--- src/rtl/cts_pkg.sv ---
// shared widths, constants, payload types and calendar tables for the civil time shifter
`default_nettype none
package cts_pkg;

  localparam int YEAR_W  = 12;
  localparam int MON_W   = 4;
  localparam int DAY_W   = 5;
  localparam int HOUR_W  = 5;
  localparam int MIN_W   = 6;
  localparam int SEC_W   = 6;
  localparam int EPOCH_W = 32;
  localparam int SHIFT_W = 17;
  localparam int DAYS_W  = 22;
  localparam int ZP_W    = 21;
  localparam int TOD_W   = 17;

  localparam logic [SHIFT_W-1:0] SHIFT_RESET = 17'd30;

  // payload handed from the forward half to the back conversion
  typedef struct packed {
    logic [EPOCH_W-1:0] epoch;
    logic [ZP_W-1:0]    zp;
    logic [TOD_W-1:0]   rem;
  } mid_t;

  // days before the first of each month, non-leap; codes outside 1..12 add nothing
  function automatic logic [8:0] month_start(input logic [MON_W-1:0] mon);
    logic [8:0] d;
    case (mon)
      4'd2:    d = 9'd31;
      4'd3:    d = 9'd59;
      4'd4:    d = 9'd90;
      4'd5:    d = 9'd120;
      4'd6:    d = 9'd151;
      4'd7:    d = 9'd181;
      4'd8:    d = 9'd212;
      4'd9:    d = 9'd243;
      4'd10:   d = 9'd273;
      4'd11:   d = 9'd304;
      4'd12:   d = 9'd334;
      default: d = 9'd0;
    endcase
    return d;
  endfunction

  // day of a march-based year at which month index mp starts
  function automatic logic [8:0] mp_start(input logic [3:0] mp);
    logic [8:0] d;
    case (mp)
      4'd1:    d = 9'd31;
      4'd2:    d = 9'd61;
      4'd3:    d = 9'd92;
      4'd4:    d = 9'd122;
      4'd5:    d = 9'd153;
      4'd6:    d = 9'd184;
      4'd7:    d = 9'd214;
      4'd8:    d = 9'd245;
      4'd9:    d = 9'd275;
      4'd10:   d = 9'd306;
      4'd11:   d = 9'd337;
      default: d = 9'd0;
    endcase
    return d;
  endfunction

endpackage
`default_nettype wire

--- src/rtl/cts_in_if.sv ---
// request channel carrying one civil date and time
`default_nettype none
interface cts_in_if;
  import cts_pkg::*;
  logic              valid;
  logic              ready;
  logic [YEAR_W-1:0] in_year;
  logic [MON_W-1:0]  in_month;
  logic [DAY_W-1:0]  in_day;
  logic [HOUR_W-1:0] in_hour;
  logic [MIN_W-1:0]  in_minute;
  logic [SEC_W-1:0]  in_second;

  modport source (output valid, in_year, in_month, in_day, in_hour, in_minute, in_second,
                  input ready);
  modport sink   (input valid, in_year, in_month, in_day, in_hour, in_minute, in_second,
                  output ready);
endinterface
`default_nettype wire

--- src/rtl/cts_out_if.sv ---
// result channel carrying epoch seconds and the shifted civil time
`default_nettype none
interface cts_out_if;
  import cts_pkg::*;
  logic               valid;
  logic               ready;
  logic [EPOCH_W-1:0] epoch_seconds;
  logic [YEAR_W-1:0]  out_year;
  logic [MON_W-1:0]   out_month;
  logic [DAY_W-1:0]   out_day;
  logic [HOUR_W-1:0]  out_hour;
  logic [MIN_W-1:0]   out_minute;
  logic [SEC_W-1:0]   out_second;

  modport source (output valid, epoch_seconds, out_year, out_month, out_day, out_hour,
                  out_minute, out_second, input ready);
  modport sink   (input valid, epoch_seconds, out_year, out_month, out_day, out_hour,
                  out_minute, out_second, output ready);
endinterface
`default_nettype wire

--- src/rtl/cts_cfg_if.sv ---
// write channel for the shift register
`default_nettype none
interface cts_cfg_if;
  import cts_pkg::*;
  logic               valid;
  logic               ready;
  logic [SHIFT_W-1:0] data;

  modport source (output valid, data, input ready);
  modport sink   (input valid, data, output ready);
endinterface
`default_nettype wire

--- src/rtl/civil_time_offset_shift.sv ---
// top level: civil time to epoch seconds, shift, and back to civil time
`default_nettype none
// Takes a UTC date and time (year, month, day, hour, minute, second), returns its
// seconds since 1970 (mod 2^32) and the gregorian date and time of that instant plus
// the programmed shift (reset value 30 s). One request is accepted every cycle while
// the pipeline is not held by a stall at the result side; each request passes through
// the eight register stages in order, and its result waits in the last stage while the result
// side holds off. Stages with a free slot keep filling while the output waits, so no
// request is lost or repeated under any pattern of stalls. Months outside 1..12 count
// as january and out-of-range days, hours, minutes and seconds roll into the
// neighbouring unit.
// The shift register is written through its own channel, which is always ready;
// write it only while no request is in flight.
module civil_time_offset_shift (
  input  logic       clk,
  input  logic       rst,
  cts_cfg_if.sink    shift_cfg,
  cts_in_if.sink     event_time,
  cts_out_if.source  shifted_time
);
  import cts_pkg::*;

  // programmed shift in seconds
  logic [SHIFT_W-1:0] shift;

  // hand-off between the forward and back halves
  logic mid_valid;
  logic mid_ready;
  mid_t mid;

  assign shift_cfg.ready = 1'b1;

  always_ff @(posedge clk) begin
    if (rst) begin
      shift <= SHIFT_RESET;
    end else if (shift_cfg.valid) begin
      shift <= shift_cfg.data;
    end
  end

  // stages 1 to 3: leap rules, day count, epoch seconds, shifted day index
  cts_fwd u_fwd (
    .clk       (clk),
    .rst       (rst),
    .shift     (shift),
    .src       (event_time),
    .mid_valid (mid_valid),
    .mid_ready (mid_ready),
    .mid       (mid)
  );

  // stages 4 to 8: era split, year of era, month and day, time of day
  cts_back u_back (
    .clk       (clk),
    .rst       (rst),
    .mid_valid (mid_valid),
    .mid_ready (mid_ready),
    .mid       (mid),
    .dst       (shifted_time)
  );

  a_shift_reset: assert property (@(posedge clk)
    rst |=> (shift == SHIFT_RESET))
    else $error("shift register not at reset value after reset");

  a_shift_write: assert property (@(posedge clk) disable iff (rst)
    shift_cfg.valid |=> (shift == $past(shift_cfg.data)))
    else $error("shift register missed a write");

endmodule
`default_nettype wire

--- src/rtl/cts_fwd.sv ---
// forward half: civil time to day count, epoch seconds and shifted day index
`default_nettype none
module cts_fwd (
  input  logic                        clk,
  input  logic                        rst,
  input  logic [cts_pkg::SHIFT_W-1:0] shift,
  cts_in_if.sink                      src,
  output logic                        mid_valid,
  input  logic                        mid_ready,
  output cts_pkg::mid_t               mid
);
  import cts_pkg::*;

  logic en1, en2, en3;
  logic s1_valid, s2_valid, s3_valid;

  // stage 1: leap flag, leap day count, time of day
  logic [17:0]       ya_prod;
  logic [5:0]        qa_e, qa;
  logic [11:0]       ra_e;
  logic              a_hi, ra_zero, leap_next;
  logic [12:0]       m399, rb_e;
  logic [18:0]       mb_prod;
  logic [5:0]        qb_e, qb;
  logic [10:0]       lc_next;
  logic [TOD_W-1:0]  tod_next;

  logic [YEAR_W-1:0] s1_year;
  logic [MON_W-1:0]  s1_mon;
  logic [DAY_W-1:0]  s1_day;
  logic              s1_leap;
  logic [10:0]       s1_lc;
  logic [TOD_W-1:0]  s1_tod;

  always_comb begin
    ya_prod   = 18'(src.in_year) * 18'd40;
    qa_e      = ya_prod[17:12];
    ra_e      = src.in_year - 12'(qa_e) * 12'd100;
    a_hi      = (ra_e >= 12'd100);
    qa        = qa_e + 6'(a_hi);
    ra_zero   = a_hi ? (ra_e == 12'd100) : (ra_e == 12'd0);
    leap_next = (src.in_year[1:0] == 2'b00) && (!ra_zero || (qa[1:0] == 2'b00));

    m399      = 13'(src.in_year) + 13'd399;
    mb_prod   = 19'(m399) * 19'd81;
    qb_e      = mb_prod[18:13];
    rb_e      = m399 - 13'(qb_e) * 13'd100;
    qb        = qb_e + 6'(rb_e >= 13'd100);
    lc_next   = m399[12:2] - 11'(qb) + 11'(qb[5:2]);

    tod_next  = 17'(src.in_hour) * 17'd3600 + 17'(src.in_minute) * 17'd60
              + 17'(src.in_second);
  end

  // stage 2: day count, shifted time of day split into day carry and remainder
  logic [DAYS_W-1:0] days_next;
  logic              leap_adj;
  logic [17:0]       ts;
  logic [1:0]        qd_next;
  logic [TOD_W-1:0]  rem_next;

  logic [DAYS_W-1:0] s2_days;
  logic [TOD_W-1:0]  s2_tod;
  logic [TOD_W-1:0]  s2_rem;
  logic [1:0]        s2_qd;

  always_comb begin
    leap_adj  = s1_leap && (s1_mon >= 4'd3) && (s1_mon <= 4'd12);
    days_next = 22'(s1_year) * 22'd365 + 22'(s1_lc) + 22'(month_start(s1_mon))
              + 22'(s1_day) + 22'(leap_adj) - 22'd719625;
    ts        = 18'(s1_tod) + 18'(shift);
    if (ts >= 18'd172800) begin
      qd_next  = 2'd2;
      rem_next = 17'(ts - 18'd172800);
    end else if (ts >= 18'd86400) begin
      qd_next  = 2'd1;
      rem_next = 17'(ts - 18'd86400);
    end else begin
      qd_next  = 2'd0;
      rem_next = 17'(ts);
    end
  end

  // stage 3: epoch seconds and offset day index for the back conversion
  logic [EPOCH_W-1:0] days_x;
  logic [DAYS_W-1:0]  zp_sum;
  mid_t               mid_next;

  always_comb begin
    days_x         = {{(EPOCH_W-DAYS_W){s2_days[DAYS_W-1]}}, s2_days};
    mid_next.epoch = days_x * 32'd86400 + 32'(s2_tod);
    zp_sum         = s2_days + 22'(s2_qd) + 22'd865565;
    mid_next.zp    = zp_sum[ZP_W-1:0];
    mid_next.rem   = s2_rem;
  end

  assign en3       = !s3_valid || mid_ready;
  assign en2       = !s2_valid || en3;
  assign en1       = !s1_valid || en2;
  assign src.ready = en1;
  assign mid_valid = s3_valid;

  always_ff @(posedge clk) begin
    if (rst) begin
      s1_valid <= 1'b0;
      s2_valid <= 1'b0;
      s3_valid <= 1'b0;
    end else begin
      if (en1) s1_valid <= src.valid;
      if (en2) s2_valid <= s1_valid;
      if (en3) s3_valid <= s2_valid;
    end
  end

  always_ff @(posedge clk) begin
    if (en1) begin
      s1_year <= src.in_year;
      s1_mon  <= src.in_month;
      s1_day  <= src.in_day;
      s1_leap <= leap_next;
      s1_lc   <= lc_next;
      s1_tod  <= tod_next;
    end
    if (en2) begin
      s2_days <= days_next;
      s2_tod  <= s1_tod;
      s2_rem  <= rem_next;
      s2_qd   <= qd_next;
    end
    if (en3) begin
      mid <= mid_next;
    end
  end

  a_rem_range: assert property (@(posedge clk) disable iff (rst)
    s2_valid |-> (s2_rem < 17'd86400))
    else $error("time of day remainder not below one day");

endmodule
`default_nettype wire

--- src/rtl/cts_back.sv ---
// back half: shifted day index and remainder to gregorian date and time
`default_nettype none
module cts_back (
  input  logic          clk,
  input  logic          rst,
  input  logic          mid_valid,
  output logic          mid_ready,
  input  cts_pkg::mid_t mid,
  cts_out_if.source     dst
);
  import cts_pkg::*;

  logic en4, en5, en6, en7, en8;
  logic s4_valid, s5_valid, s6_valid, s7_valid, s8_valid;

  // stage 4: era and day of era, hour
  logic [24:0]  ep;
  logic [3:0]   ea_e, era_next;
  logic [20:0]  rd;
  logic         e_hi;
  logic [17:0]  doe_next;
  logic [21:0]  hp;
  logic [4:0]   hq_e, hour_next;
  logic [12:0]  rh;
  logic         h_hi;
  logic [11:0]  r1_next;

  logic [EPOCH_W-1:0] s4_epoch;
  logic [3:0]         s4_era;
  logic [17:0]        s4_doe;
  logic [4:0]         s4_hour;
  logic [11:0]        s4_r1;

  always_comb begin
    ep        = 25'(mid.zp) * 25'd14;
    ea_e      = ep[24:21];
    rd        = mid.zp - 21'(ea_e) * 21'd146097;
    e_hi      = (rd >= 21'd146097);
    era_next  = ea_e + 4'(e_hi);
    doe_next  = e_hi ? 18'(rd - 21'd146097) : 18'(rd);

    hp        = 22'(mid.rem) * 22'd36;
    hq_e      = hp[21:17];
    rh        = 13'(mid.rem - 17'(hq_e) * 17'd3600);
    h_hi      = (rh >= 13'd3600);
    hour_next = hq_e + 5'(h_hi);
    r1_next   = h_hi ? 12'(rh - 13'd3600) : 12'(rh);
  end

  // stage 5: adjusted day of era for the year divide, minute and second
  logic [24:0]  dp;
  logic [6:0]   q1e, q1;
  logic [17:0]  r4y;
  logic [2:0]   q2;
  logic         q3;
  logic [17:0]  num_next;
  logic [17:0]  mprod;
  logic [5:0]   me, minute_next, second_next;
  logic [6:0]   rm;
  logic         m_hi;

  logic [EPOCH_W-1:0] s5_epoch;
  logic [3:0]         s5_era;
  logic [17:0]        s5_doe, s5_num;
  logic [4:0]         s5_hour;
  logic [5:0]         s5_minute, s5_second;

  always_comb begin
    dp          = 25'(s4_doe) * 25'd179;
    q1e         = dp[24:18];
    r4y         = s4_doe - 18'(q1e) * 18'd1460;
    q1          = q1e + 7'(r4y >= 18'd1460);
    q2          = 3'(s4_doe >= 18'd36524) + 3'(s4_doe >= 18'd73048)
                + 3'(s4_doe >= 18'd109572) + 3'(s4_doe >= 18'd146096);
    q3          = (s4_doe == 18'd146096);
    num_next    = s4_doe - 18'(q1) + 18'(q2) - 18'(q3);

    mprod       = 18'(s4_r1) * 18'd68;
    me          = mprod[17:12];
    rm          = 7'(s4_r1 - 12'(me) * 12'd60);
    m_hi        = (rm >= 7'd60);
    minute_next = me + 6'(m_hi);
    second_next = m_hi ? 6'(rm - 7'd60) : 6'(rm);
  end

  // stage 6: year of era
  logic [26:0] np;
  logic [8:0]  ye, yoe_next;
  logic [17:0] ry;

  logic [EPOCH_W-1:0] s6_epoch;
  logic [3:0]         s6_era;
  logic [17:0]        s6_doe;
  logic [8:0]         s6_yoe;
  logic [4:0]         s6_hour;
  logic [5:0]         s6_minute, s6_second;

  always_comb begin
    np       = 27'(s5_num) * 27'd718;
    ye       = np[26:18];
    ry       = s5_num - 18'(ye) * 18'd365;
    yoe_next = ye + 9'(ry >= 18'd365);
  end

  // stage 7: day of the march-based year
  logic [1:0]  yc;
  logic [17:0] ybase;
  logic [8:0]  doy_next;

  logic [EPOCH_W-1:0] s7_epoch;
  logic [3:0]         s7_era;
  logic [8:0]         s7_yoe, s7_doy;
  logic [4:0]         s7_hour;
  logic [5:0]         s7_minute, s7_second;

  always_comb begin
    yc       = 2'(s6_yoe >= 9'd100) + 2'(s6_yoe >= 9'd200) + 2'(s6_yoe >= 9'd300);
    ybase    = 18'(s6_yoe) * 18'd365 + 18'(s6_yoe[8:2]) - 18'(yc);
    doy_next = 9'(s6_doe - ybase);
  end

  // stage 8: month, day and calendar year
  logic [10:0] x5;
  logic [14:0] xp;
  logic [3:0]  mpe, mp;
  logic [10:0] rx;
  logic [8:0]  dsum;
  logic        yinc;
  logic [MON_W-1:0]  month_next;
  logic [DAY_W-1:0]  day_next;
  logic [YEAR_W-1:0] year_next;

  always_comb begin
    x5         = 11'(s7_doy) * 11'd5 + 11'd2;
    xp         = 15'(x5) * 15'd13;
    mpe        = xp[14:11];
    rx         = x5 - 11'(mpe) * 11'd153;
    mp         = mpe + 4'(rx >= 11'd153);
    dsum       = s7_doy - mp_start(mp) + 9'd1;
    day_next   = dsum[DAY_W-1:0];
    yinc       = (mp >= 4'd10);
    month_next = yinc ? (mp - 4'd9) : (mp + 4'd3);
    // era counted from one below, so the year carries a 400 year offset mod 4096
    year_next  = 12'(s7_yoe) + 12'(s7_era) * 12'd400 + 12'(yinc) + 12'd3696;
  end

  assign en8       = !s8_valid || dst.ready;
  assign en7       = !s7_valid || en8;
  assign en6       = !s6_valid || en7;
  assign en5       = !s5_valid || en6;
  assign en4       = !s4_valid || en5;
  assign mid_ready = en4;
  assign dst.valid = s8_valid;

  always_ff @(posedge clk) begin
    if (rst) begin
      s4_valid <= 1'b0;
      s5_valid <= 1'b0;
      s6_valid <= 1'b0;
      s7_valid <= 1'b0;
      s8_valid <= 1'b0;
    end else begin
      if (en4) s4_valid <= mid_valid;
      if (en5) s5_valid <= s4_valid;
      if (en6) s6_valid <= s5_valid;
      if (en7) s7_valid <= s6_valid;
      if (en8) s8_valid <= s7_valid;
    end
  end

  always_ff @(posedge clk) begin
    if (en4) begin
      s4_epoch <= mid.epoch;
      s4_era   <= era_next;
      s4_doe   <= doe_next;
      s4_hour  <= hour_next;
      s4_r1    <= r1_next;
    end
    if (en5) begin
      s5_epoch  <= s4_epoch;
      s5_era    <= s4_era;
      s5_doe    <= s4_doe;
      s5_num    <= num_next;
      s5_hour   <= s4_hour;
      s5_minute <= minute_next;
      s5_second <= second_next;
    end
    if (en6) begin
      s6_epoch  <= s5_epoch;
      s6_era    <= s5_era;
      s6_doe    <= s5_doe;
      s6_yoe    <= yoe_next;
      s6_hour   <= s5_hour;
      s6_minute <= s5_minute;
      s6_second <= s5_second;
    end
    if (en7) begin
      s7_epoch  <= s6_epoch;
      s7_era    <= s6_era;
      s7_yoe    <= s6_yoe;
      s7_doy    <= doy_next;
      s7_hour   <= s6_hour;
      s7_minute <= s6_minute;
      s7_second <= s6_second;
    end
    if (en8) begin
      dst.epoch_seconds <= s7_epoch;
      dst.out_year      <= year_next;
      dst.out_month     <= month_next;
      dst.out_day       <= day_next;
      dst.out_hour      <= s7_hour;
      dst.out_minute    <= s7_minute;
      dst.out_second    <= s7_second;
    end
  end

  a_month_range: assert property (@(posedge clk) disable iff (rst)
    s8_valid |-> (dst.out_month >= 4'd1) && (dst.out_month <= 4'd12))
    else $error("month outside 1..12");

  a_day_range: assert property (@(posedge clk) disable iff (rst)
    s8_valid |-> (dst.out_day != 5'd0))
    else $error("day of month is zero");

  a_hms_range: assert property (@(posedge clk) disable iff (rst)
    s8_valid |-> (dst.out_hour < 5'd24) && (dst.out_minute < 6'd60)
                 && (dst.out_second < 6'd60))
    else $error("time of day field out of range");

endmodule
`default_nettype wire
--- src/flat_wrapper.sv ---
// flat-port wrapper written by rule: the top's interface ports become plain ports
module civil_time_offset_shift_flat import cts_pkg::*;
  (clk, rst, shift_cfg_valid, shift_cfg_data, shift_cfg_ready, event_time_valid, event_time_in_year, event_time_in_month, event_time_in_day, event_time_in_hour, event_time_in_minute, event_time_in_second, event_time_ready, shifted_time_valid, shifted_time_epoch_seconds, shifted_time_out_year, shifted_time_out_month, shifted_time_out_day, shifted_time_out_hour, shifted_time_out_minute, shifted_time_out_second, shifted_time_ready);
  cts_cfg_if shift_cfg_i ();
  cts_in_if event_time_i ();
  cts_out_if shifted_time_i ();
  input  logic clk;
  input  logic rst;
  input wire logic [$bits(shift_cfg_i.valid)-1:0] shift_cfg_valid;
  input wire logic [$bits(shift_cfg_i.data)-1:0] shift_cfg_data;
  output wire logic [$bits(shift_cfg_i.ready)-1:0] shift_cfg_ready;
  input wire logic [$bits(event_time_i.valid)-1:0] event_time_valid;
  input wire logic [$bits(event_time_i.in_year)-1:0] event_time_in_year;
  input wire logic [$bits(event_time_i.in_month)-1:0] event_time_in_month;
  input wire logic [$bits(event_time_i.in_day)-1:0] event_time_in_day;
  input wire logic [$bits(event_time_i.in_hour)-1:0] event_time_in_hour;
  input wire logic [$bits(event_time_i.in_minute)-1:0] event_time_in_minute;
  input wire logic [$bits(event_time_i.in_second)-1:0] event_time_in_second;
  output wire logic [$bits(event_time_i.ready)-1:0] event_time_ready;
  output wire logic [$bits(shifted_time_i.valid)-1:0] shifted_time_valid;
  output wire logic [$bits(shifted_time_i.epoch_seconds)-1:0] shifted_time_epoch_seconds;
  output wire logic [$bits(shifted_time_i.out_year)-1:0] shifted_time_out_year;
  output wire logic [$bits(shifted_time_i.out_month)-1:0] shifted_time_out_month;
  output wire logic [$bits(shifted_time_i.out_day)-1:0] shifted_time_out_day;
  output wire logic [$bits(shifted_time_i.out_hour)-1:0] shifted_time_out_hour;
  output wire logic [$bits(shifted_time_i.out_minute)-1:0] shifted_time_out_minute;
  output wire logic [$bits(shifted_time_i.out_second)-1:0] shifted_time_out_second;
  input wire logic [$bits(shifted_time_i.ready)-1:0] shifted_time_ready;
  assign shift_cfg_i.valid = shift_cfg_valid;
  assign shift_cfg_i.data = shift_cfg_data;
  assign shift_cfg_ready = shift_cfg_i.ready;
  assign event_time_i.valid = event_time_valid;
  assign event_time_i.in_year = event_time_in_year;
  assign event_time_i.in_month = event_time_in_month;
  assign event_time_i.in_day = event_time_in_day;
  assign event_time_i.in_hour = event_time_in_hour;
  assign event_time_i.in_minute = event_time_in_minute;
  assign event_time_i.in_second = event_time_in_second;
  assign event_time_ready = event_time_i.ready;
  assign shifted_time_valid = shifted_time_i.valid;
  assign shifted_time_epoch_seconds = shifted_time_i.epoch_seconds;
  assign shifted_time_out_year = shifted_time_i.out_year;
  assign shifted_time_out_month = shifted_time_i.out_month;
  assign shifted_time_out_day = shifted_time_i.out_day;
  assign shifted_time_out_hour = shifted_time_i.out_hour;
  assign shifted_time_out_minute = shifted_time_i.out_minute;
  assign shifted_time_out_second = shifted_time_i.out_second;
  assign shifted_time_i.ready = shifted_time_ready;
  civil_time_offset_shift u_core (.clk(clk), .rst(rst), .shift_cfg(shift_cfg_i), .event_time(event_time_i), .shifted_time(shifted_time_i));
endmodule
--- config.mk ---
export PLATFORM = sky130hd
export DESIGN_NAME = civil_time_offset_shift_flat
export DESIGN_NICKNAME = d
export VERILOG_FILES = /design/src/rtl/cts_pkg.sv /design/src/rtl/cts_in_if.sv /design/src/rtl/cts_out_if.sv /design/src/rtl/cts_cfg_if.sv /design/src/rtl/civil_time_offset_shift.sv /design/src/rtl/cts_fwd.sv /design/src/rtl/cts_back.sv /design/src/flat_wrapper.sv
export SDC_FILE = /design/constraint.sdc
export NUM_CORES = 2
export LEC_CHECK = 0
export BUFFER_PORTS_ARGS = -buffer_cell sky130_fd_sc_hd__buf_2
export CAP_MARGIN = 40
export CORE_MARGIN = 5
export CORE_UTILIZATION = 50
export DETAILED_ROUTE_END_ITERATION = 12
export MAX_ROUTING_LAYER = met4
export PLACE_DENSITY = 0.71
export SYNTH_ARGS = -nofsm -noshare
export SYNTH_HDL_FRONTEND = slang
export SYNTH_HIERARCHICAL = 1
export SYNTH_SLANG_ARGS = --single-unit
--- constraint.sdc ---
create_clock -name clk -period 12.9 [get_ports clk]
set_input_delay 2.58 -clock clk [delete_from_list [all_inputs] [get_ports clk]]
set_output_delay 2.58 -clock clk [all_outputs]
set_load 0.05 [all_outputs]
==> flow_summary.ini <==
[grt]
grt_overflow = 0
grt_max_degree = 71
grt_pass1_vias = 34920
antenna_found_initial = 0
grt_usage = 0.191
grt_pass1_wl_um = 173000

[cts]
path_clk_slew_ns = 0.07
cts_buffers = 59
root_buffer = clkbuf_16
cts_buffer_depth = 3
htreeDepth = 2
clock-sinks = 575
clock_latency_ns = 0.66
cts_tree = built

[critical_path]
cp_common_cell = fa_1
crit_path_max_fanout = 3
end_kind = register
start_kind = register
cpPeakStageDelay_ns = 0.56
worstPathArrival_ns = 13.39
worstSetupStartpoint = u_core/u_back/s4_doe[4]
reg2reg_slack_ns = -0.09
reg2reg_to = u_core/u_back/s5_num[16]
crit_type = reg2reg
cp.required_ns = 13.31
r2r_start = u_core/u_back/s4_doe[4]
reg2regPathDepth = 60
slowest_stage = or4_4

[synth]
ys_top_cells_by_area = edfxtp_1 (31%), ha_1 (23%), fa_1 (14%), inv_1 (6.8%), xnor2_1 (4.8%)
async_flop_share = 0
ys.flop_type = edfxtp_1
yosys_warnings = 6
ys_ff_latch = 575
synth_edf_count = 541
synth_cell_types = 105
syn_area_mm2 = 0.0527
syn_area_per_cell_um2 = 11.0
synthCells = 4788
seq_area_frac_synth = 0.321
synth_largest_area_cell = edfxtp_1
synth_top_area_frac = 0.308
synth_nets = 6174

[sta]
worst_slew_pin_slew_ns = 0.906
drv_slew = 0
hold_violations = 0
finalClockSkew_ns = 0.0421
min_period_ns = 12.99
fin_ws_ns = -0.0867
rsz0062_at_grt = true
setup_viol = 2
min_period_over_period = 1.01
fin_tns_setup_ns = -0.145
fmax_mhz = 77.0
slew_headroom = 0.396

[flow_run]
max-cap-violations = 0

[detailed_routing]
vias = 33994
drt-wirelength-per-cell_um = 15.6
dr.pass1.iters = 5
route.detailed.drc = 0
vias_per_cell = 5.16
wl_um = 103000
ant_nets = 0
drt_iter0_markers = 1626

[min_path]
hold_end = u_core/u_back/s7_epoch[9]
hold_depth = 0
hold_path.class = reg2reg
hp-start = u_core/u_back/s6_epoch[9]

[finish]
antenna_cells = 0
syn_to_final_growth_pct = 12.0
layout-drive-gt1-share = 0.110
utilization = 0.562
final_nets = 6531

[die]
rows = 119
pin_count = 133
design.die.area_mm2 = 0.112
die_x_um = 335
dieHeight_um = 335
core_area_mm2 = 0.105
initial_core_util = 0.502

[placement]
port_buffers = 131
place_ws_ns = -0.946
hpwlAfterDp_um = 84300
gp_congestion = 0.898

[run_status]
status = finished, violations left
violations = setup timing
## layout make-up
cell class	count	area [µm²]
Sequential cell	575	16900
Timing Repair Buffer	313	2120
Clock inverter	40	567
Multi-Input combinational cell	3244	32500
Inverter	952	3580
Clock buffer	68	1510
Fill cell	8737	46000
Tap cell	1391	1740
## flip-flops by register name, indices dropped and copies added (netlist names), 9 cells and up, named ones only
| register | flops |
|---|---|
| u_core/u_back/s5_doe | 9 |
| u_core/u_fwd/s1_lc | 11 |
| u_core/u_back/s5_num | 18 |
| u_core/u_back/s4_doe | 18 |
| u_core/u_fwd/s1_year | 12 |
| u_core/shift | 17 |
| u_core/u_fwd/s1_tod | 17 |
| u_core/u_fwd/s2_tod | 17 |
| u_core/u_fwd/s2_rem | 17 |
| u_core/u_back/dst.out_year | 12 |
| u_core/u_back/s6_epoch | 32 |
| u_core/u_back/s7_yoe | 9 |
| u_core/u_back/s7_doy | 9 |
| u_core/u_back/s5_epoch | 32 |
| u_core/u_fwd/mid | 70 |
| u_core/u_back/s4_r1 | 12 |
| u_core/u_back/s7_epoch | 32 |
| u_core/u_back/s6_doe | 9 |
| u_core/u_fwd/s2_days | 22 |
| u_core/u_back/dst.epoch_seconds | 32 |
| u_core/u_back/s6_yoe | 9 |
| u_core/u_back/s4_epoch | 32 |
## worst max path at each step
stage          cells after the start  slack [ns]                       end
2_1_floorplan                     57        0.03  u_core/u_back/s5_num[16]
3_3_place_gp                      58       -0.63  u_core/u_back/s5_num[16]
3_5_place_dp                      58       -0.95  u_core/u_back/s5_num[16]
4_1_cts                           59       -0.05  u_core/u_back/s5_num[16]
5_1_grt                           60       -0.65  u_core/u_back/s5_num[16]
6_report                          60       -0.09  u_core/u_back/s5_num[16]
## per-stage QoR
step	instance area, µm²	cells	hold WS (ns)
after floorplan	52700	4788	0.400
after global placement	56200	6447	0.402
after detailed placement	56300	6451	0.405
after CTS	58800	6580	0.376
after global routing	59000	6583	0.387
final	59000	6583	0.382
## cell families (layout without fill, tap and decap cells)
kind of cell,Yosys count,after routing,share of synthesized area
flip-flops,575,575,0.321
multiplexers,35,35,0.00694
XOR/XNOR,405,405,0.0678
AO/OA/AOI/OAI,752,752,0.0960
buffers and inverters,969,1373,0.0699
AND/OR/NAND/NOR,722,722,0.0686
adder cells (fa/ha/maj),1329,1329,0.369
other,1,1,0.0000712
## routing by layer
| metal | vias to the layer above | part of all wire | GRT usage |
|---|---|---|---|
| met5 | - | 0 | - |
| met4 | 0 | 0.018 | 0.0374 |
| met3 | 114 | 0.034 | 0.0192 |
| met2 | 522 | 0.49 | 0.326 |
| met1 | 16303 | 0.46 | 0.250 |
| li1 | 17055 | - | - |
## critical path: cells and delay by family, from the launching register on
family | cells | cell delay [ns]
fa+ha+maj | 16 | 5.75
compound gates | 21 | 3.55
simple gates | 8 | 1.72
buf+inv | 11 | 0.78
xor+xnor | 4 | 0.48
flops | 1 | 0.42
## repair_timing
item,CTS,global route
endpoints found under the setup margin,10,13
buffers inserted,21,8
hold buffers,0,0
resized for setup,62,44
pin swaps,78,54
## synthesized netlist by cell type, types with 8 or more instances
library cell / n
nor2_1: 180
and3_1: 20
nor3b_1: 9
o21bai_1: 34
nand3_1: 62
and2_1: 26
edfxtp_1: 541
o31ai_1: 10
a211oi_1: 34
or2_2: 19
xor2_1: 114
o2111ai_1: 11
nor4_1: 13
dfxtp_1: 34
clkbuf_1: 9
nor3_1: 50
o21ai_1: 12
or3_1: 18
mux2i_1: 32
a21o_1: 89
fa_1: 377
o211ai_1: 17
a41oi_1: 8
inv_1: 950
o21a_1: 41
nand4_1: 23
o22ai_1: 9
ha_1: 949
a211o_1: 13
nand2b_1: 43
nor2b_1: 40
a21boi_0: 16
a21oi_1: 198
nand3b_1: 11
o21ai_0: 135
or4_1: 8
a31o_2: 9
a31oi_1: 24
nand2_1: 173
xnor2_1: 289
## placed cells by master, fill, tap and decap left out, drive strengths merged, types with 37 or more instances in the layout
cell type	count
nor3	52
nand3	62
ha	949
nand2b	43
fa	377
buf	313
inv	958
o21a	42
clkbuf	68
xor2	114
a21o	89
nor2b	40
a211oi	37
nor2	180
o21ai	149
xnor2	290
edfxtp	541
nand2	173
a21oi	203
Power is left out: the tool's default activity adds up to more than one toggle a clock period on the data nets, which glitch-free logic cannot reach.
